==> src/sv/scd_pkg.sv <==
`timescale 1ns / 1ps
// Shared types, constants and the segment helper function of the countdown display block.
package scd_pkg;

  localparam int ELAPSED_W       = 32;
  localparam int BLINK_PERIOD_MS = 200;
  localparam int BLINK_W         = $clog2(BLINK_PERIOD_MS);

  localparam int SEC_W    = 16;
  localparam int SPEED_W  = 16;
  localparam int STRIKE_W = 8;
  localparam int MODE_W   = 2;
  localparam int SEG_W    = 7;
  localparam int VAL_W    = 7;
  localparam int DIG_W    = 4;

  localparam int IN_DATA_W  = 48;
  localparam int OUT_DATA_W = 32;

  localparam logic [SEC_W-1:0] NO_TIME  = '1;
  localparam logic [SEG_W-1:0] SEG_DASH = 7'h40;

  localparam int CS_PER_S   = 100;
  localparam int S_PER_MIN  = 60;
  localparam int SS_LIMIT   = 6000;
  localparam int MAX_MIN    = 99;
  localparam int COLON_HALF = 50;
  localparam int RADIX      = 10;

  // elapsed centis = (ms * speed) / 2560, and 2560 = 5 << 9
  localparam int PROD_W    = ELAPSED_W + SPEED_W;
  localparam int PRE_SH    = 9;
  localparam int Q_W       = PROD_W - PRE_SH;
  localparam int QL_W      = 20;
  localparam int QH_W      = Q_W - QL_W;
  localparam int QL_DIV5   = ((1 << QL_W) - 1) / 5;
  localparam int QL_DIV5_W = $clog2(QL_DIV5 + 1);
  localparam int A_W       = QH_W + QL_DIV5_W;
  localparam int CE_W      = Q_W - 2;
  localparam int S_W       = ((QH_W > QL_W) ? QH_W : QL_W) + 1;
  localparam int RCP5_SH   = S_W + 3;
  localparam longint RCP5  = ((longint'(1) << RCP5_SH) + 4) / 5;
  localparam int SD_W      = S_W - 2;

  // centis mod 100 by folding the upper part: 2^CL_W mod 100
  localparam int CL_W      = 20;
  localparam int CH_W      = CE_W - CL_W;
  localparam int FOLD      = (1 << CL_W) % CS_PER_S;
  localparam int X_W       = (((CH_W + 7) > CL_W) ? (CH_W + 7) : CL_W) + 1;
  localparam int RCPX_SH   = X_W + 7;
  localparam longint RCPX  = ((longint'(1) << RCPX_SH) + 99) / 100;
  localparam int Q100X_W   = X_W - 6;

  localparam int TOTAL_W   = SEC_W + 7;
  localparam int CMP_W     = (CE_W > TOTAL_W) ? CE_W : TOTAL_W;
  localparam int RCPL_SH   = TOTAL_W + 7;
  localparam longint RCPL  = ((longint'(1) << RCPL_SH) + 99) / 100;
  localparam int C_W       = TOTAL_W - 6;
  localparam int RCPM_SH   = C_W + 6;
  localparam longint RCPM  = ((longint'(1) << RCPM_SH) + 59) / 60;
  localparam int MIN_W     = C_W - 5;

  localparam int DIV10_RCP = 205;
  localparam int DIV10_SH  = 11;
  localparam int DIV10_W   = VAL_W + 8;

  localparam int TIME_STAGES = 8;
  localparam int PIPE_STAGES = TIME_STAGES + 2;

  typedef enum logic [MODE_W-1:0] {
    MODE_TICK  = 2'd0,
    MODE_LOAD  = 2'd1,
    MODE_START = 2'd2
  } mode_e;

  typedef struct packed {
    logic                exploded;
    logic                running;
    logic                active;
    logic [STRIKE_W-1:0] load_strikes;
    logic [SPEED_W-1:0]  load_speed;
    logic [SEC_W-1:0]    load_seconds;
  } in_beat_t;

  typedef struct packed {
    logic notime;
    logic exploded;
    logic led1;
    logic led2;
  } flags_t;

  typedef struct packed {
    logic [ELAPSED_W-1:0] elapsed;
    logic [SPEED_W-1:0]   eff_speed;
    logic [SEC_W-1:0]     seconds;
    flags_t               flags;
  } snap_t;

  typedef struct packed {
    logic [VAL_W-1:0] hi;
    logic [VAL_W-1:0] lo;
    logic             colon;
    flags_t           flags;
  } tres_t;

  typedef struct packed {
    logic             strike_led_two;
    logic             strike_led_one;
    logic             colon_lit;
    logic [SEG_W-1:0] digit_3;
    logic [SEG_W-1:0] digit_2;
    logic [SEG_W-1:0] digit_1;
    logic [SEG_W-1:0] digit_0;
  } out_beat_t;

  function automatic logic [SEG_W-1:0] seg7(input logic [DIG_W-1:0] d);
    logic [SEG_W-1:0] s;
    case (d)
      4'd0:    s = 7'b0111111;
      4'd1:    s = 7'b0000110;
      4'd2:    s = 7'b1011011;
      4'd3:    s = 7'b1001111;
      4'd4:    s = 7'b1100110;
      4'd5:    s = 7'b1101101;
      4'd6:    s = 7'b1111101;
      4'd7:    s = 7'b0000111;
      4'd8:    s = 7'b1111111;
      4'd9:    s = 7'b1101111;
      default: s = '0;
    endcase
    return s;
  endfunction

endpackage

==> src/sv/scd_front.sv <==
`timescale 1ns / 1ps
// Timer state registers and the snapshot register that feeds the time pipeline.
module scd_front (
  input  logic             clk_i,
  input  logic             rst_ni,
  input  logic             accept_i,
  input  scd_pkg::mode_e   mode_i,
  input  scd_pkg::in_beat_t beat_i,
  input  logic             load_i,
  output logic             emit_o,
  output scd_pkg::snap_t   snap_o
);
  import scd_pkg::*;

  logic [SEC_W-1:0]     seconds_q, seconds_d;
  logic [SPEED_W-1:0]   speed_q, speed_d;
  logic [STRIKE_W-1:0]  strikes_q, strikes_d;
  logic [ELAPSED_W-1:0] elapsed_q, elapsed_d;
  logic [BLINK_W-1:0]   blink_q, blink_d;
  logic                 is_tick;
  logic                 blink_lvl;
  snap_t                snap_q, snap_d;

  always_comb begin
    seconds_d = seconds_q;
    speed_d   = speed_q;
    strikes_d = strikes_q;
    elapsed_d = elapsed_q;
    blink_d   = blink_q;
    is_tick   = 1'b0;
    case (mode_i)
      MODE_LOAD: begin
        seconds_d = beat_i.load_seconds;
        speed_d   = beat_i.load_speed;
        strikes_d = beat_i.load_strikes;
        elapsed_d = '0;
      end
      MODE_START: begin
        elapsed_d = '0;
      end
      MODE_TICK: begin
        is_tick = 1'b1;
        if (elapsed_q != '1) begin
          elapsed_d = elapsed_q + 1'b1;
        end
        if (blink_q == BLINK_W'(BLINK_PERIOD_MS - 1)) begin
          blink_d = '0;
        end else begin
          blink_d = blink_q + 1'b1;
        end
      end
      default: begin
      end
    endcase
  end

  always_ff @(posedge clk_i or negedge rst_ni) begin
    if (!rst_ni) begin
      seconds_q <= NO_TIME;
      speed_q   <= '0;
      strikes_q <= '0;
      elapsed_q <= '0;
      blink_q   <= '0;
    end else if (accept_i) begin
      seconds_q <= seconds_d;
      speed_q   <= speed_d;
      strikes_q <= strikes_d;
      elapsed_q <= elapsed_d;
      blink_q   <= blink_d;
    end
  end

  // LEDs blink in the first half of the period
  assign blink_lvl = blink_d < BLINK_W'(BLINK_PERIOD_MS / 2);

  always_comb begin
    snap_d.elapsed        = elapsed_d;
    snap_d.eff_speed      = beat_i.running ? speed_q : '0;
    snap_d.seconds        = seconds_q;
    snap_d.flags.notime   = seconds_q == NO_TIME;
    snap_d.flags.exploded = beat_i.exploded;
    snap_d.flags.led1     = !beat_i.exploded &&
                            ((strikes_q == STRIKE_W'(1)) ||
                             ((strikes_q >= STRIKE_W'(2)) && blink_lvl));
    snap_d.flags.led2     = !beat_i.exploded && (strikes_q >= STRIKE_W'(2)) && blink_lvl;
  end

  always_ff @(posedge clk_i) begin
    if (load_i) begin
      snap_q <= snap_d;
    end
  end

  assign emit_o = accept_i && is_tick && beat_i.active;
  assign snap_o = snap_q;

endmodule

==> config.mk <==
export PLATFORM = sky130hd
export DESIGN_NAME = scd_front
export DESIGN_NICKNAME = d
export VERILOG_FILES = /design/src/sv/scd_pkg.sv /design/src/sv/scd_front.sv
export SDC_FILE = /design/constraint.sdc
export NUM_CORES = 1
export LEC_CHECK = 0
export BUFFER_PORTS_ARGS = -buffer_cell sky130_fd_sc_hd__buf_2
export CAP_MARGIN = 20
export CORE_MARGIN = 2
export CORE_UTILIZATION = 28
export DETAILED_ROUTE_END_ITERATION = 6
export PLACE_DENSITY_LB_ADDON = 0.2
export SKIP_LAST_GASP = 1
export SLEW_MARGIN = 25
export SYNTH_ARGS = -nofsm -noshare
export SYNTH_HDL_FRONTEND = slang
export SYNTH_SLANG_ARGS = --single-unit
==> constraint.sdc <==
create_clock -name clk_i -period 7.4 [get_ports clk_i]
set_input_delay 0.74 -clock clk_i [delete_from_list [all_inputs] [get_ports clk_i]]
set_output_delay 0.74 -clock clk_i [all_outputs]
set_load 0.01 [all_outputs]
Yosys cells after proc, flatten, opt, wreduce, memory -nomap -nowiden
Index checks and enable logic that the tools add are counted.

Latch bits: 0. Input bits: 49. Logic and storage cells: 38. Output and inout port bits: 69. Memories: 0. Memory bits (read-only): 0. Register bits: 148. Memory bits (writable): 0.

$lt $le $gt $ge: 2. Shift operators: 0. Equal/unequal tests: 6. Div/mod/pow operators: 0. Multiply operators: 0. Bitwise operators: 0. Reduce and logical (&&, ||, !) cells: 11. Add/subtract/negate cells: 2. Muxes and demuxes: 5.

Operators with widths (number): case mux 32 bit (2 select lines) (1); adder 32 x 1 -> 32 bit, second input constant (1); 2-to-1 mux 32 bit (1); inequality test 32 bit, second input constant (1); == test 16 bit, second input constant (1); 2-to-1 mux 8 bit (2); adder 8 x 1 -> 8 bit, second input constant (1); == test 8 x 1 -> 1 bit, second input constant (1); == test 8 bit, second input constant (1); greater-or-equal comparator 8 x 2 -> 1 bit, second input constant (1); < comparator 8 x 7 -> 1 bit, second input constant (1); logical AND 1 bit (6); == test 2 x 1 -> 1 bit, second input constant (1); == test 2 bit, second input constant (1); zero test 2 bit (1); AND reduction 2 bit (1); OR reduction 2 bit (1); zero test 1 bit (1); logical OR 1 bit (1); 2-to-1 mux 1 bit (1).

Depth between registers and ports, before layout
Word-level depth: 7. Depth in mapped cells: 9. Gate-level depth less buffers: 7.

Worst setup path after synthesis
Ideal clock, no wire load.

Path type: input -> register. Start: input mode_i[1]. End: register snap_q, in the netlist snap_o[1], data pin. Required time: 7136 ps. Slack: 4979 ps. Data arrival time: 2157 ps. Path buffers: 2. Library setup time: 264 ps. Cell stages on the path: 6. Cells stage by stage: clkbuf_1 > or2_2 > clkbuf_1 > or4_1 > o211ai_1 > a21oi_1.

RTL lines: start, declared (RTL line scd_front.sv:7) `input scd_pkg::mode_e mode_i,`; end signal, assigned (RTL line scd_front.sv:90) `snap_q <= snap_d;`; end, declared (RTL line scd_front.sv:22) `snap_t snap_q, snap_d;`.

Final worst setup path
Start: input mode_i[0]. End: output emit_o.

Longest elaborated chain between the ends: 4.

RTL lines: zero test 2 bit (RTL line scd_front.sv:31) `case (mode_i)`; 2-to-1 mux 1 bit (RTL line scd_front.sv:31); logical AND 1 bit (2 in a row) (RTL line scd_front.sv:94) `assign emit_o = accept_i && is_tick && beat_i.active;`; end, declared (RTL line scd_front.sv:10) `output logic emit_o,`.

No other way between the ends.

==> out/metrics.cfg <==
[cts]
clock_sinks = 148
numCtsBuffers = 17
cts_tree = yes
postCtsSetupBuffers = 0
clkLatencyLatePin_ns = 0.42
cts_max_level = 4
postCtsHoldBufs = 0
clk_pin_slew_ns = 0.06
cts.repair.resized = 0
cts_root_buffer = clkbuf_16
clockBufferDepth = 2

[synth]
ys_seq_area_share_pct = 59.7
synth-edff-count = 68
synth_ff_type = edfxtp_1
ys_warn_count = 0
ys_ff_latch = 148
synth_cell_types = 60
syn-cell-area_um2 = 6800
syn_inst = 571
syn_nets = 622
synth_top_cell_by_area = edfxtp_1
synth_area_leaders = edfxtp_1, dfrtp_1, mux2_2
avgSynthCellArea_um2 = 11.9
synthArstFlopShare_pct = 54.1
yosys.area.top_type_share_pct = 30.0

[outcome]
status = finished clean

[grt]
grt_start_max_net_pins = 81
grt_pass1_wl_um = 27000
grt_pass1_vias = 5034
grtUsageTotal_pct = 13.3
grt-ovfl-total = 0
grt_antenna_before_repair = 0

[timing]
worstMarginPinSlew_ns = 1.01
slew_viol_final = 0
setup_viol = 0
hold_violations = 0
rsz0062_at_grt = no
skew_ns = 0.00941
min_period_over_period_pct = 37.9
fin_crit_ns = 2.81
tns_ns = 0
slew_headroom_pct = 32.5
timing.fmax_mhz = 356

[power]
netSwitchingPower_uw = 546
p_int_mw = 1.51
combPwrFrac_pct = 11.1
peakVddDrop_v = 0.000164
p_leak_nw = 3.30
powerDensity_nw_per_um2 = 250
p_total_mw = 2.06
swShare_pct = 26.5
p_clk_share_pct = 39.1
p_seq_share_pct = 49.8

[cells_and_area]
final-seq-area_um2 = 4060
fill_cells = 2453
drive_above_1_share_pct = 32.7
fin_area_um2 = 8240
post-route-util_pct = 34.2
post_layout_nonfiller_instances = 1012
final_cell_mix = buf_2, edfxtp_1, dfrtp_1
final_common_cell = buf_2
multi_input_area_um2 = 2580
fin_nets = 726
syn_to_final_growth_pct = 21.1
num_antenna_cells = 0

[worst_setup_path]
path_class = primary input to output pin
cp_data_required_time_ns = 6.66
worstSetupStartpointType = primary input
path_max_fanout = 12
arrival_ns = 2.07
end_kind = output pin

[placed_design]
place_congestion = 0.781
portBuffers = 117
dp_hpwl_um = 10900
placed_cell_area_um2 = 7690
dp.cells = 980

[run]
cap_violations = 0

[route]
num_vias = 4862
drt_iter0_markers = 366
drc_errors = 0
post_drt_via_cell_ratio = 4.80
drtAntennaViolNets = 0
dr.pass1.iters = 4
wirelength_um = 16500
post_drt_wl_per_cell_um = 16.3

[die]
rows = 57
die_y_um = 160
io_pins = 118
dieArea_um2 = 25600
start_util_pct = 28.2
die_w_um = 160
coreArea_um2 = 24100

[hold_path]
hp-class = primary input to asynchronous set/reset pin

-- final timing paths --
check                             startpoint             to  slack, ns  cells after the start
worst max-delay path               mode_i[0]         emit_o       4.59                      4
worst min-delay path                  rst_ni     speed_q[6]       0.37                      1
max in group asynchronous             rst_ni  elapsed_q[31]       6.48                      1
worst min register to register    speed_q[2]     speed_q[2]       0.50                      1
min in group clk_i                speed_q[2]     speed_q[2]       0.50                      1
worst max register to register  elapsed_q[0]   elapsed_q[4]       4.65                      7
-- Yosys cell counts, types with 3 or more instances --
cell and count:
buf_1 4, and3_1 10, edfxtp_1 68, o21ai_0 27, and2_1 17, o31ai_1 8, dfrtp_1 64, a21oi_1 14
inv_1 6, mux2i_1 5, clkbuf_1 22, and4_1 4, nand3_2 3, mux2_2 40, a21o_1 3, nor3_1 10
or4_1 5, buf_2 8, xor2_1 14, o2bb2ai_1 3, nand3_1 26, nor4_1 6, o311ai_0 7, nor2_1 41
a22o_1 4, xnor2_1 16, nand4_1 21, or3_1 9, a31oi_1 4, nand2_1 51, dfstp_2 16
-- sequential cells by signal (all words and copies together), names as in the netlist --
name,cells
blink_q,8
seconds_q,16
snap_o,68
strikes_q,8
elapsed_q,32
speed_q,16
-- power by group through the flow --
stage / registers [mW] / logic (mW) / clock network (mW)
final: 1.02 / 0.229 / 0.804
after CTS: 1.02 / 0.233 / 0.831
after global placement: 1.04 / 0.227 / 0
after floorplan: 1.04 / 0.130 / 0
after detailed placement: 1.04 / 0.232 / 0
after global routing: 1.04 / 0.255 / 0.867
-- per-stage QoR --
stage / hold slack, ns / setup WS (ns)
floorplan: 0.444 / 4.98
global placement: 0.479 / 4.57
detailed placement: 0.486 / 4.59
CTS: 0.410 / 4.63
global route: 0.443 / 4.41
finish: 0.368 / 4.59
-- worst max-delay path, cell delays in order --
cell	delay [ns]
buf_2	0.20
nor2_1	0.71
and3_1	0.28
buf_2	0.14
-- cells by family (layout without fill, tap and decap cells) --
| logic type | Yosys count | in the layout | synth area share (%) |
|---|---|---|---|
| flip-flops | 148 | 148 | 59.7 |
| XOR/XNOR | 30 | 30 | 3.86 |
| AND/OR/NAND/NOR | 219 | 219 | 17.5 |
| buffers and inverters | 42 | 159 | 2.59 |
| multiplexers | 45 | 45 | 7.36 |
| AO/OA/AOI/OAI | 85 | 85 | 8.64 |
| adder cells (fa/ha/maj) | 2 | 2 | 0.368 |
-- per-layer routing --
metal	vias up	share of wire [%]	global-route usage [%]	routed length, um
met2	136	46	21.7	7640
met1	2385	47	17.5	7710
met5	-	0	0	0
met4	0	1.4	4.46	232
li1	2323	-	-	-
met3	18	5.5	3.19	903
-- layout make-up --
| type | instances | area share, % |
|---|---|---|
| sequential | 148 | 49.3 |
| multi-input combinational | 381 | 31.3 |
| timing repair buffer | 121 | 7.55 |
| clock buffer | 18 | 5.21 |
| tap | 324 | 4.92 |
| clock inverter | 14 | 1.46 |
| inverter | 6 | 0.273 |
Note: power is estimated with default switching activity, not from simulation.
