**config.mk**
```make
export PLATFORM = sky130hd
export DESIGN_NAME = scd_disp
export DESIGN_NICKNAME = d
export VERILOG_FILES = /design/src/sv/scd_pkg.sv /design/src/sv/scd_disp.sv
export SDC_FILE = /design/constraint.sdc
export NUM_CORES = 1
export LEC_CHECK = 0
export BUFFER_PORTS_ARGS = -buffer_cell sky130_fd_sc_hd__buf_4
export CAP_MARGIN = 0
export CORE_MARGIN = 2
export CORE_UTILIZATION = 63
export CTS_BUF_LIST = sky130_fd_sc_hd__clkbuf_8
export DETAILED_ROUTE_END_ITERATION = 7
export PLACE_DENSITY = 0.87
export SLEW_MARGIN = 25
export SYNTH_ARGS = -nofsm -noshare
export SYNTH_HDL_FRONTEND = slang
export SYNTH_SLANG_ARGS = --single-unit
```
**constraint.sdc**
```tcl
create_clock -name clk_i -period 10.9 [get_ports clk_i]
set_input_delay 3.27 -clock clk_i [delete_from_list [all_inputs] [get_ports clk_i]]
set_output_delay 3.27 -clock clk_i [all_outputs]
set_load 0.01 [all_outputs]
```
**src/sv/scd_pkg.sv**
```systemverilog
`timescale 1ns / 1ps
// Shared types, constants and the segment helper function of the countdown display block.
package scd_pkg;

  localparam int ELAPSED_W       = 32;
  localparam int BLINK_PERIOD_MS = 200;
  localparam int BLINK_W         = $clog2(BLINK_PERIOD_MS);

  localparam int SEC_W    = 16;
  localparam int SPEED_W  = 16;
  localparam int STRIKE_W = 8;
  localparam int MODE_W   = 2;
  localparam int SEG_W    = 7;
  localparam int VAL_W    = 7;
  localparam int DIG_W    = 4;

  localparam int IN_DATA_W  = 48;
  localparam int OUT_DATA_W = 32;

  localparam logic [SEC_W-1:0] NO_TIME  = '1;
  localparam logic [SEG_W-1:0] SEG_DASH = 7'h40;

  localparam int CS_PER_S   = 100;
  localparam int S_PER_MIN  = 60;
  localparam int SS_LIMIT   = 6000;
  localparam int MAX_MIN    = 99;
  localparam int COLON_HALF = 50;
  localparam int RADIX      = 10;

  // elapsed centis = (ms * speed) / 2560, and 2560 = 5 << 9
  localparam int PROD_W    = ELAPSED_W + SPEED_W;
  localparam int PRE_SH    = 9;
  localparam int Q_W       = PROD_W - PRE_SH;
  localparam int QL_W      = 20;
  localparam int QH_W      = Q_W - QL_W;
  localparam int QL_DIV5   = ((1 << QL_W) - 1) / 5;
  localparam int QL_DIV5_W = $clog2(QL_DIV5 + 1);
  localparam int A_W       = QH_W + QL_DIV5_W;
  localparam int CE_W      = Q_W - 2;
  localparam int S_W       = ((QH_W > QL_W) ? QH_W : QL_W) + 1;
  localparam int RCP5_SH   = S_W + 3;
  localparam longint RCP5  = ((longint'(1) << RCP5_SH) + 4) / 5;
  localparam int SD_W      = S_W - 2;

  // centis mod 100 by folding the upper part: 2^CL_W mod 100
  localparam int CL_W      = 20;
  localparam int CH_W      = CE_W - CL_W;
  localparam int FOLD      = (1 << CL_W) % CS_PER_S;
  localparam int X_W       = (((CH_W + 7) > CL_W) ? (CH_W + 7) : CL_W) + 1;
  localparam int RCPX_SH   = X_W + 7;
  localparam longint RCPX  = ((longint'(1) << RCPX_SH) + 99) / 100;
  localparam int Q100X_W   = X_W - 6;

  localparam int TOTAL_W   = SEC_W + 7;
  localparam int CMP_W     = (CE_W > TOTAL_W) ? CE_W : TOTAL_W;
  localparam int RCPL_SH   = TOTAL_W + 7;
  localparam longint RCPL  = ((longint'(1) << RCPL_SH) + 99) / 100;
  localparam int C_W       = TOTAL_W - 6;
  localparam int RCPM_SH   = C_W + 6;
  localparam longint RCPM  = ((longint'(1) << RCPM_SH) + 59) / 60;
  localparam int MIN_W     = C_W - 5;

  localparam int DIV10_RCP = 205;
  localparam int DIV10_SH  = 11;
  localparam int DIV10_W   = VAL_W + 8;

  localparam int TIME_STAGES = 8;
  localparam int PIPE_STAGES = TIME_STAGES + 2;

  typedef enum logic [MODE_W-1:0] {
    MODE_TICK  = 2'd0,
    MODE_LOAD  = 2'd1,
    MODE_START = 2'd2
  } mode_e;

  typedef struct packed {
    logic                exploded;
    logic                running;
    logic                active;
    logic [STRIKE_W-1:0] load_strikes;
    logic [SPEED_W-1:0]  load_speed;
    logic [SEC_W-1:0]    load_seconds;
  } in_beat_t;

  typedef struct packed {
    logic notime;
    logic exploded;
    logic led1;
    logic led2;
  } flags_t;

  typedef struct packed {
    logic [ELAPSED_W-1:0] elapsed;
    logic [SPEED_W-1:0]   eff_speed;
    logic [SEC_W-1:0]     seconds;
    flags_t               flags;
  } snap_t;

  typedef struct packed {
    logic [VAL_W-1:0] hi;
    logic [VAL_W-1:0] lo;
    logic             colon;
    flags_t           flags;
  } tres_t;

  typedef struct packed {
    logic             strike_led_two;
    logic             strike_led_one;
    logic             colon_lit;
    logic [SEG_W-1:0] digit_3;
    logic [SEG_W-1:0] digit_2;
    logic [SEG_W-1:0] digit_1;
    logic [SEG_W-1:0] digit_0;
  } out_beat_t;

  function automatic logic [SEG_W-1:0] seg7(input logic [DIG_W-1:0] d);
    logic [SEG_W-1:0] s;
    case (d)
      4'd0:    s = 7'b0111111;
      4'd1:    s = 7'b0000110;
      4'd2:    s = 7'b1011011;
      4'd3:    s = 7'b1001111;
      4'd4:    s = 7'b1100110;
      4'd5:    s = 7'b1101101;
      4'd6:    s = 7'b1111101;
      4'd7:    s = 7'b0000111;
      4'd8:    s = 7'b1111111;
      4'd9:    s = 7'b1101111;
      default: s = '0;
    endcase
    return s;
  endfunction

endpackage

```
**src/sv/scd_disp.sv**
```systemverilog
`timescale 1ns / 1ps
// Digit split, segment encoding and the output register.
module scd_disp (
  input  logic               clk_i,
  input  logic               en_i,
  input  scd_pkg::tres_t     res_i,
  output scd_pkg::out_beat_t beat_o
);
  import scd_pkg::*;

  logic [DIV10_W-1:0] hi_m, lo_m;
  logic [DIG_W-1:0]   hi_t, hi_u, lo_t, lo_u;
  logic [VAL_W-1:0]   hi_r, lo_r;
  out_beat_t          beat_q, beat_d;

  assign hi_m = DIV10_W'(res_i.hi) * DIV10_W'(DIV10_RCP);
  assign lo_m = DIV10_W'(res_i.lo) * DIV10_W'(DIV10_RCP);
  assign hi_t = hi_m[DIV10_SH +: DIG_W];
  assign lo_t = lo_m[DIV10_SH +: DIG_W];
  assign hi_r = res_i.hi - VAL_W'(hi_t) * VAL_W'(RADIX);
  assign lo_r = res_i.lo - VAL_W'(lo_t) * VAL_W'(RADIX);
  assign hi_u = hi_r[DIG_W-1:0];
  assign lo_u = lo_r[DIG_W-1:0];

  always_comb begin
    beat_d.strike_led_one = res_i.flags.led1;
    beat_d.strike_led_two = res_i.flags.led2;
    if (res_i.flags.exploded) begin
      beat_d.digit_0   = '0;
      beat_d.digit_1   = '0;
      beat_d.digit_2   = '0;
      beat_d.digit_3   = '0;
      beat_d.colon_lit = 1'b0;
    end else if (res_i.flags.notime) begin
      beat_d.digit_0   = SEG_DASH;
      beat_d.digit_1   = SEG_DASH;
      beat_d.digit_2   = SEG_DASH;
      beat_d.digit_3   = SEG_DASH;
      beat_d.colon_lit = 1'b1;
    end else begin
      beat_d.digit_0   = seg7(hi_t);
      beat_d.digit_1   = seg7(hi_u);
      beat_d.digit_2   = seg7(lo_t);
      beat_d.digit_3   = seg7(lo_u);
      beat_d.colon_lit = res_i.colon;
    end
  end

  always_ff @(posedge clk_i) begin
    if (en_i) begin
      beat_q <= beat_d;
    end
  end

  assign beat_o = beat_q;

endmodule

```
### Word level (Yosys, flattened, before mapping)

Memory sizes are Yosys's and may differ from the RTL's.
Index checks and enable logic that the tools add are counted.

* word-level logic and storage cells: 23
* output and inout bits: 31
* memory bits (read-only): 448
* bits of input ports: 21
* memories kept: 4
* register bits: 31

* add/subtract/negate cells: 2
* muxes and demuxes: 1
* multipliers: 4
* reductions and logical operators: 1

Memories
* (name not given): depth 16, width 7, rd ports 1, clocked after memory_dff 0, write ports 0, line scd_pkg.sv:118 `case (d)`
* (name not given): depth 16, width 7, rd ports 1, clocked after memory_dff 0, write ports 0, line scd_pkg.sv:118
* (name not given): depth 16, width 7, rd ports 1, clocked after memory_dff 0, write ports 0, line scd_pkg.sv:118
* (name not given): depth 16, width 7, rd ports 1, clocked after memory_dff 0, write ports 0, line scd_pkg.sv:118

Operator list (number)
* $mul A7 B8 Y15 const B: 2
* $mux W29: 1
* $mul A4 B3 Y3 const B: 2
* $sub A4 B4 Y4: 2
* $reduce_or A2 Y1: 1

### Depth between registers and ports, before layout

Gate-level depths: netlist (run 1).
An unclocked memory read counts as a cell.

* depth after elaboration: 5
* gate-level depth with buffers: 20
* depth with buffers taken out: 19

### Least setup slack after synthesis (run 1)

OpenSTA, ideal clock, no wires.

* path type: input-to-reg
* start point: input res_i[9] (netlist name)
* end point: register beat_q (netlist bit beat_o[24]), data pin
* setup slack: 2.813 ns
* library setup time: 0.270 ns
* data required time: 10.630 ns
* stages: 19
* arrival: 7.817 ns
* path buffers: 1
* cell sequence: ha_1 > ha_1 > fa_1 > inv_1 > fa_1 > inv_1 > ha_1 > a211oi_1 > a2111oi_4 > a21oi_1 > xnor2_1 > fa_1 > xnor2_1 > xnor3_1 > xnor2_2 > buf_6 > and2_1 > o21ai_2 > a21oi_1

* cells in the longest elaborated chain, start to end: 4

Ends and longest elaborated chain
* start, declared: line scd_disp.sv:6 `input scd_pkg::tres_t res_i,`
* $mul A7 B8 Y15: line scd_disp.sv:17 `assign lo_m = DIV10_W'(res_i.lo) * DIV10_W'(DIV10_RCP);`
* $mul A4 B3 Y3: line scd_disp.sv:21 `assign lo_r = res_i.lo - VAL_W'(lo_t) * VAL_W'(RADIX);`
* $sub A4 B4 Y4: line scd_disp.sv:21
* $mem_v2 Z16 W7
* end signal, assigned: line scd_disp.sv:51 `beat_q <= beat_d;`
* end, declared: line scd_disp.sv:14 `out_beat_t beat_q, beat_d;`

Every way passes these cells.
A chain may end at the register's enable or synchronous reset.

### Final worst setup path (run 1)

* start point: input res_i[9] (netlist name)
* end point: register beat_q (netlist bit beat_o[27]), data pin

* cells in the longest elaborated chain, start to end: 5

Ends and longest elaborated chain
* $mul A7 B8 Y15: line scd_disp.sv:17
* $mul A4 B3 Y3: line scd_disp.sv:21
* $sub A4 B4 Y4: line scd_disp.sv:21
* $mem_v2 Z16 W7
* $mux W29: line scd_disp.sv:34 `end else if (res_i.flags.notime) begin`

Every way passes these cells.

==> results of run 1 <==
[worst paths after layout]
| check | endpoint | slack (ns) | depth (start not counted) |
|---|---|---|---|
| worst min-delay path | beat_o[29]$_DFFE_PP_ | 3.17 | 1 |
| worst max-delay path | beat_o[27]$_SDFFCE_PP0P_ | 2.58 | 19 |
[kinds of logic after synthesis]
kind of cell / count (synthesis) / share of synthesized area [%]
muxes: 3 / 0.799
and+or+nand+nor: 82 / 10.5
buffers and inverters: 61 / 6.33
DFF: 31 / 24.8
AOI/OAI and AO/OA: 67 / 12.0
xor gates and xnor gates: 17 / 5.09
adders and majority gates: 111 / 40.6
[power breakdown]
part | switching, mW | internal, mW
clock | 0.0412 | 0.0432
sequential | 0.00745 | 0.172
combinational | 0.371 | 0.270
[per-layer routing]
layer	part of all wire (%)	vias to the layer above	global-route usage [%]
li1	-	1388	-
met5	0	-	0
met3	3.7	9	2.11
met4	1.4	0	7.80
met2	50	66	42.8
met1	45	1259	28.9
[synthesized netlist by cell type (5+ instances only)]
cell type / count
ha_1: 93
inv_1: 53
edfxtp_1: 31
a21oi_1: 29
nor2_1: 27
nand2_1: 22
fa_1: 18
o21ai_0: 9
xnor2_1: 8
clkbuf_1: 6
nand2b_1: 6
nor3_1: 6
a31oi_1: 5
xor2_1: 5
[through the flow]
stage | total power, mW | hold slack (ns) | cell area (um2) | setup slack (ns) | cells
6_report | 0.905 | 3.17 | 4280 | 2.58 | 498
5_1_grt | 1.00 | 3.17 | 4280 | 2.22 | 498
4_1_cts | 0.904 | 3.17 | 4280 | 2.58 | 498
3_5_place_dp | 0.816 | 3.45 | 4200 | 2.27 | 490
3_3_place_gp | 0.787 | 3.45 | 4200 | 2.44 | 490
2_1_floorplan | 0.681 | 3.37 | 3760 | 2.81 | 372
[worst max-delay path: stages]
cell	delay [ns]
buf_4	0.13
ha_1	0.29
ha_1	0.29
fa_1	0.50
inv_1	0.05
fa_1	0.50
inv_1	0.04
ha_1	0.28
a211oi_1	0.39
a2111oi_4	0.11
a21oi_1	0.44
xnor2_1	0.32
fa_1	0.48
xnor2_1	0.16
xnor3_1	0.27
xnor2_2	0.36
nand2_1	0.13
a311oi_1	0.27
nor2_1	0.06
[area by class of cell]
class,instances,area (um2)
clock inverter,3,15.0
timing repair buffer,51,383
multi-input combinational,280,2590
inverter,53,199
sequential,31,931
clock buffer,5,68.8
fill,432,1570
tap,75,93.8
==> reports/qor.tcl, run 1 <==
set qor(timing.setup.critical_path_class) {primary input to register}
set qor(synth.ff_latch_count) 31
set qor(rsz0062_at_grt) {no}
set qor(yosys.area.top_type) {ha_1}
set qor(sequential_to_total_area_share_from_yosys_stat_pct) 24.8
set qor(asr_flop_ratio_synth_pct) 0
set qor(path_clk_slew_ns) 0.07
set qor(avg_vias_per_cell) 5.47
set qor(layout.cells.most_common) {ha_1}
set qor(post_drt_wl_per_cell_um) 14.0
set qor(global_route.overflow_total) 0
set qor(hp-start) {res_i[1]}
set qor(synth_top_area_cells) {ha_1 (31%), edfxtp_1 (25%), fa_1 (9.6%), inv_1 (5.3%), a21oi_1 (3.9%)}
set qor(chipWidth_um) 81.2
set qor(tritoncts) {done}
set qor(drc_errors) 0
set qor(report.final.slew_viol_count) 0
set qor(timing.setup.tns_ns) 0
set qor(worst_margin_slew_ns) 0.714
set qor(finish.net_count) 554
set qor(fin_util_pct) 73.1
set qor(numPortBuffers) 51
set qor(grt_start_max_net_pins) 32
set qor(critical_path_arrival_ns) 8.35
set qor(run_status) {finished clean}
set qor(core_area_um2) 5850
set qor(maxCapViolCount) 0
set qor(place_congestion) 0.886
set qor(layout.cells.most_common_list) {ha_1 (93), inv_1 (53), buf_4 (51)}
set qor(ioPinCount) 52
set qor(synth.yosys.warnings) 0
set qor(clock_sinks) 31
set qor(power-per-cell-area_nw_per_um2) 212
set qor(cts.hold.buffers_added) 0
set qor(worstHoldPathType) {primary input to register}
set qor(cts_buf_count) 5
set qor(hpwl_mm) 5.89
set qor(synth-edff-count) 31
set qor(die_height_um) 81.2
set qor(final_layout_size_suffix_gt1_share_pct) 15.4
set qor(grt_pass1_vias) 2648
set qor(syn_avg_cell_area_um2) 10.1
set qor(dominantRegCellSynth) {edfxtp_1}
set qor(final_hold_viol_count) 0
set qor(worst_ep_required_time_ns) 10.94
set qor(setup.worst_path.start_class) {primary input}
set qor(fmax_mhz) 120
set qor(critical_path_peak_fanout) 12
set qor(die_area_um2) 6600
set qor(longest_clk_path_bufs) 2
set qor(placementRows) 28
set qor(wirelength_mm) 6.95
set qor(insertedDiodeCount) 0
set qor(antenna_found_initial) 0
set qor(detailed_routing_iteration_count_for_the_pre_antenna_repair_pass) 4
set qor(cts_setup_buffers) 0
set qor(postSynthNetCount) 504
set qor(final_period_minus_worst_setup_slack_ns) 8.32
set qor(grt_first_pass_wirelength_mm) 11.9
set qor(endpoint_kind) {register}
set qor(largest_reg_flops) 31
set qor(first_iter_violations) 151
set qor(syn_area_um2) 3760
set qor(area_growth_syn_to_layout_pct) 13.9
set qor(yosysTopAreaCellShare_pct) 31.0
set qor(synthDistinctLibCells) 50
set qor(cts-htree-levels) 2
set qor(globalRouteTotalUtil_pct) 23.4
set qor(detailroute.via_count) 2722
set qor(timing.final.crit_share_pct) 76.3
set qor(cts_root_buf) {clkbuf_8}
set qor(post_cts_resize_count) 0
set qor(syn_inst) 372
set qor(initial_core_util_pct) 64.2
set qor(setup_viol_count_final) 0
set qor(worst_vdd_rail_ir_drop_v) 0.000137
set qor(worstSetupStartpoint) {res_i[9]}
set qor(ant_nets) 0
set qor(leakage_nw) 2.14
set qor(max_slew_margin_pct) 52.2
(Power assumes the default switching activity.)
==> run 2, diff against run 1 <==
--- a/config.mk
+++ b/config.mk
@@ -8,10 +8,10 @@
 export BUFFER_PORTS_ARGS = -buffer_cell sky130_fd_sc_hd__buf_4
 export CAP_MARGIN = 0
 export CORE_MARGIN = 2
-export CORE_UTILIZATION = 63
+export CORE_UTILIZATION = 55
 export CTS_BUF_LIST = sky130_fd_sc_hd__clkbuf_8
 export DETAILED_ROUTE_END_ITERATION = 7
-export PLACE_DENSITY = 0.87
+export PLACE_DENSITY = 0.81
 export SLEW_MARGIN = 25
 export SYNTH_ARGS = -nofsm -noshare
 export SYNTH_HDL_FRONTEND = slang
==> constraint.sdc (replaced) <==
create_clock -name clk_i -period 6.7 [get_ports clk_i]
set_input_delay 2.01 -clock clk_i [delete_from_list [all_inputs] [get_ports clk_i]]
set_output_delay 2.01 -clock clk_i [all_outputs]
set_load 0.01 [all_outputs]
==> run 2 against run 1 <==
Against the previous run: die area rose by 14%; via count rose by 7.0%; worst hold slack got worse by 1.3 ns; total power rose by 86%; critical endpoint is now beat_o[13]$_SDFFCE_PP0P_; highest routed layer unchanged.
==> reports/qor.tcl, run 2 (synthesis results as in run 1) <==
set qor(run_status) {finished clean}
set qor(worst_ep_required_time_ns) 6.72
set qor(power.net_switching_mw) 0.750
set qor(report.final.slew_viol_count) 0
set qor(timing.setup.critical_path_class) {primary input to register}
set qor(tritoncts) {done}
set qor(setup.worst_path.start_class) {primary input}
set qor(timing.final.crit_share_pct) 97.2
set qor(grt_start_max_net_pins) 32
set qor(dpl_cell_area_um2) 4430
set qor(finalNonFillerCells) 533
set qor(route.met2.wl_mm) 3.84
set qor(worst_margin_slew_ns) 0.534
set qor(cts.hold.buffers_added) 0
set qor(die_area_um2) 7510
set qor(final_period_minus_worst_setup_slack_ns) 6.52
set qor(critical_path_peak_fanout) 8
set qor(fmax_mhz) 153
set qor(core_area_um2) 6720
set qor(numPortBuffers) 51
set qor(global_route.overflow_total) 0
set qor(power-per-cell-area_nw_per_um2) 361
set qor(critical_path_arrival_ns) 6.54
set qor(cts_buf_count) 5
set qor(endpoint_kind) {register}
set qor(wl_met1_mm) 3.17
set qor(placed_cells) 524
set qor(place_congestion) 0.859
set qor(grt_first_pass_wirelength_mm) 12.6
set qor(first_iter_violations) 161
set qor(ant_nets) 0
set qor(detailroute.via_count) 2913
set qor(cts_root_buf) {clkbuf_8}
set qor(grt_pass1_vias) 2953
set qor(setup_viol_count_final) 0
set qor(layout.cells.most_common) {ha_1}
set qor(met3_length_um) 316
set qor(power_frac_clock_pct) 8.0
set qor(max_slew_margin_pct) 64.2
set qor(area_growth_syn_to_layout_pct) 24.0
set qor(combinationalPowerShare_pct) 74.5
set qor(path_clk_slew_ns) 0.06
set qor(worstHoldPathType) {primary input to register}
set qor(clock_sinks) 31
set qor(finish.net_count) 584
set qor(leakage_nw) 2.32
set qor(chipWidth_um) 86.7
set qor(power.switching_fraction_pct) 44.5
set qor(cts-htree-levels) 2
set qor(layout.cells.most_common_list) {ha_1 (87), buf_4 (81), inv_1 (53)}
set qor(hpwl_mm) 6.26
set qor(final_hold_viol_count) 0
set qor(insertedDiodeCount) 0
set qor(globalRouteTotalUtil_pct) 20.8
set qor(highest-signal-layer) {met4}
set qor(power.sequential.fraction_pct) 17.5
set qor(post-place-ws_ns) -0.334
set qor(worst_vdd_rail_ir_drop_v) 0.000153
set qor(largest_reg_flops) 31
set qor(avg_vias_per_cell) 5.47
set qor(internal_power_mw) 0.933
set qor(wirelength_mm) 7.48
set qor(detailed_routing_iteration_count_for_the_pre_antenna_repair_pass) 4
set qor(ioPinCount) 52
set qor(final.setup.worst_slack_ns) 0.185
set qor(final_layout_size_suffix_gt1_share_pct) 26.3
set qor(final_area_um2) 4660
set qor(maxCapViolCount) 0
set qor(longest_clk_path_bufs) 2
set qor(antenna_found_initial) 0
set qor(post_drt_wl_per_cell_um) 14.0
set qor(initial_core_util_pct) 55.9
set qor(die_height_um) 86.7
set qor(drc_errors) 0
set qor(placementRows) 30
## run 2: cell count changes in the layout (fill, tap and decap cells not counted), moves of 4 or more
cell | before | now
ha_4 | 0 | 4
buf_4 | 51 | 81
xnor2_1 | 8 | 4
ha_1 | 93 | 87
## run 2: per-layer routing
layer / vias up / track usage (%)
li1: 1449 / -
met1: 1372 / 25.0
met2: 75 / 37.8
met3: 17 / 3.05
met4: 0 / 7.24
met5: - / 0
## run 2: what timing repair did
| action | 4_1_cts | 5_1_grt |
|---|---|---|
| pin swaps | 1 | 7 |
| endpoints found under the setup margin | 1 | 14 |
| setup buffers | 0 | 1 |
| gates resized for setup | 2 | 20 |
## run 2: power by group through the flow
| stage | registers, mW | clock network (mW) | logic, mW |
|---|---|---|---|
| floorplan | 0.321 | 0 | 0.792 |
| global placement | 0.298 | 0 | 1.10 |
| detailed placement | 0.299 | 0 | 1.15 |
| CTS | 0.295 | 0.136 | 1.17 |
| global route | 0.298 | 0.143 | 1.41 |
| finish | 0.295 | 0.135 | 1.25 |
## run 2: worst paths after layout
check / start / endpoint / cells after the start
setup / recovery: res_i[16] / beat_o[13]$_SDFFCE_PP0P_ / 20
hold / removal: res_i[0] / beat_o[30]$_DFFE_PP_ / 1
## run 2: per-stage QoR
step	hold slack (ns)	setup TNS (ns)	power [mW]	utilization [%]
floorplan	2.11	0	1.11	-
detailed placement	2.19	-2.86	1.45	65.9
global route	1.90	-0.0221	1.85	69.3
finish	1.91	0	1.68	69.3
CTS	1.90	0	1.60	67.3
global placement	2.19	-0.324	1.39	65.9
## run 2: area by class of cell
type	count	area, um2
clock inverters	3	15.0
clock buffers	5	68.8
fillers	520	2060
multi-input cells	280	2740
inverters	53	199
repair buffers	81	608
well taps	80	100
flip-flops and latches	31	931
## run 2: worst max-delay path, cell delays in order
cell and delay (ns):
buf_4 0.12, ha_1 0.28, ha_1 0.30, fa_1 0.52, inv_1 0.06, fa_1 0.49, inv_1 0.04, ha_1 0.29
a311oi_2 0.27, o21ai_1 0.11, a21oi_2 0.18, xnor2_1 0.10, ha_1 0.20, fa_2 0.36, xnor2_2 0.15, xnor3_1 0.25
xor2_1 0.17, buf_4 0.18, a22o_1 0.18, a311o_1 0.27
==> run 3, diff against run 2 <==
--- a/config.mk
+++ b/config.mk
@@ -7,9 +7,10 @@
 export LEC_CHECK = 0
 export BUFFER_PORTS_ARGS = -buffer_cell sky130_fd_sc_hd__buf_4
 export CAP_MARGIN = 0
+export CORE_ASPECT_RATIO = 0.6
 export CORE_MARGIN = 2
 export CORE_UTILIZATION = 55
-export CTS_BUF_LIST = sky130_fd_sc_hd__clkbuf_8
+export CTS_BUF_LIST = sky130_fd_sc_hd__clkbuf_4
 export DETAILED_ROUTE_END_ITERATION = 7
 export PLACE_DENSITY = 0.81
 export SLEW_MARGIN = 25
==> run 3 against run 2 <==
Against the previous run: worst setup slack got worse by 0.095 ns; cell count rose by 2.4%; sequential share of layout area is 0.28 points higher; global-route usage increased by 2.8 points; combinational power about the same; sequential power barely moved; routed wire length rose by 16%; via count is 2.9% higher; maximum frequency is 1.4% lower; final area shrank 1.4%; flip-flop and latch count did not move.
==> reports/qor.tcl, run 3 (synthesis results as in run 1) <==
set qor(tritoncts) {done}
set qor(die_area_um2) 7530
set qor(path_clk_slew_ns) 0.10
set qor(ioPinCount) 52
set qor(area_growth_syn_to_layout_pct) 22.3
set qor(drc_errors) 0
set qor(finish.net_count) 591
set qor(setup_viol_count_final) 0
set qor(endpoint_kind) {register}
set qor(numPortBuffers) 51
set qor(combinationalPowerShare_pct) 76.1
set qor(chipWidth_um) 111
set qor(final.setup.worst_slack_ns) 0.0897
set qor(final_period_minus_worst_setup_slack_ns) 6.61
set qor(critical_path_arrival_ns) 6.82
set qor(core_area_um2) 6650
set qor(antenna_found_initial) 0
set qor(leakage_nw) 2.32
set qor(timing.setup.critical_path_class) {primary input to register}
set qor(cts_root_buf) {clkbuf_4}
set qor(power.net_switching_mw) 0.773
set qor(largest_reg_flops) 31
set qor(cts.hold.buffers_added) 0
set qor(worst_vdd_rail_ir_drop_v) 0.000221
set qor(global_route.overflow_total) 0
set qor(globalRouteTotalUtil_pct) 23.6
set qor(timing.final.crit_share_pct) 98.7
set qor(power.sequential.fraction_pct) 17.6
set qor(max_slew_margin_pct) 66.9
set qor(first_iter_violations) 163
set qor(hpwl_mm) 7.11
set qor(worst_ep_required_time_ns) 6.91
set qor(timing.setup.tns_ns) 0
set qor(cts-htree-levels) 2
set qor(initial_core_util_pct) 56.5
set qor(place_congestion) 0.869
set qor(grt_first_pass_wirelength_mm) 14.0
set qor(worst_margin_slew_ns) 0.492
set qor(placementRows) 23
set qor(worstSetupStartpoint) {res_i[11]}
set qor(report.final.slew_viol_count) 0
set qor(longest_clk_path_bufs) 2
set qor(fin_hold_ws_ns) 1.83
set qor(wl_met1_mm) 4.22
set qor(setup.worst_path.start_class) {primary input}
set qor(finalNonFillerCells) 546
set qor(post_drt_wl_per_cell_um) 15.8
set qor(grt_start_max_net_pins) 32
set qor(cts_buf_count) 5
set qor(layout.cells.most_common_list) {ha_1 (93), buf_4 (88), inv_1 (53)}
set qor(detailed_routing_iteration_count_for_the_pre_antenna_repair_pass) 5
set qor(met3_length_um) 552
set qor(highest-signal-layer) {met4}
set qor(power_frac_clock_pct) 6.3
set qor(rsz0062_at_grt) {yes}
set qor(avg_vias_per_cell) 5.49
set qor(wirelength_mm) 8.65
set qor(internal_power_mw) 0.912
set qor(layout.cells.most_common) {ha_1}
set qor(hp-start) {res_i[0]}
set qor(fmax_mhz) 151
set qor(placed_cells) 538
set qor(maxCapViolCount) 0
set qor(power-per-cell-area_nw_per_um2) 367
set qor(run_status) {finished clean}
set qor(power.switching_fraction_pct) 45.9
set qor(insertedDiodeCount) 0
set qor(post-place-ws_ns) -0.339
set qor(worstHoldPathType) {primary input to register}
set qor(final_hold_viol_count) 0
set qor(grt_pass1_vias) 2923
set qor(die_height_um) 68.0
set qor(detailroute.via_count) 2998
set qor(final_layout_size_suffix_gt1_share_pct) 24.6
set qor(route.met2.wl_mm) 3.80
set qor(clock_sinks) 31
set qor(ant_nets) 0
set qor(fin_total_pwr_mw) 1.69
set qor(critical_path_peak_fanout) 8
-- run 3: power by group through the flow --
stage                     clock (mW)  sequential [mW]  combinational [mW]
after floorplan                    0            0.321               0.792
after global placement             0            0.302                1.15
after detailed placement           0            0.301                1.22
after CTS                      0.106            0.298                1.23
after global routing           0.116            0.301                1.44
final                          0.106            0.297                1.28
-- run 3: layer usage --
metal  GRT usage (%)  vias up
li1                -     1469
met1            34.1     1429
met2            38.1       91
met3            4.69        9
met4            3.44        0
met5               0        -
-- run 3: timing repair --
item,in CTS,in global routing
buffers inserted,0,1
endpoints found under the setup margin,0,14
resized for setup,0,10
-- run 3: worst paths after layout --
kind	cells after the start	endpoint	slack [ns]
setup / recovery	20	beat_o[21]$_SDFFCE_PP0P_	0.09
hold / removal	1	beat_o[30]$_DFFE_PP_	1.83
-- run 3: cell type report --
class	count	area (um2)
Multi-Input combinational cell	280	2650
Clock buffer	5	37.5
Inverter	53	199
Sequential cell	31	931
Timing Repair Buffer	88	661
Clock inverter	2	8.76
Fill cell	506	2050
Tap cell	87	109
-- run 3: per-stage QoR --
| step | area [um2] | util, % |
|---|---|---|
| after global routing | 4590 | 69.1 |
| after CTS | 4540 | 68.2 |
| after global placement | 4490 | 67.5 |
| final | 4590 | 69.1 |
| after detailed placement | 4490 | 67.5 |
| after floorplan | 3770 | - |
-- run 3: worst max-delay path, cell delays in order --
cell and delay (ns):
buf_4 0.12, buf_4 0.13, ha_1 0.26, inv_1 0.07, fa_2 0.40, fa_1 0.50
ha_1 0.36, ha_1 0.31, nand2_1 0.08, a2111oi_4 0.42, a21oi_2 0.12, xnor2_1 0.18
ha_1 0.21, fa_2 0.36, xnor2_2 0.14, xnor3_2 0.31, xnor2_4 0.17, buf_4 0.17
or3_1 0.32, a21oi_2 0.15
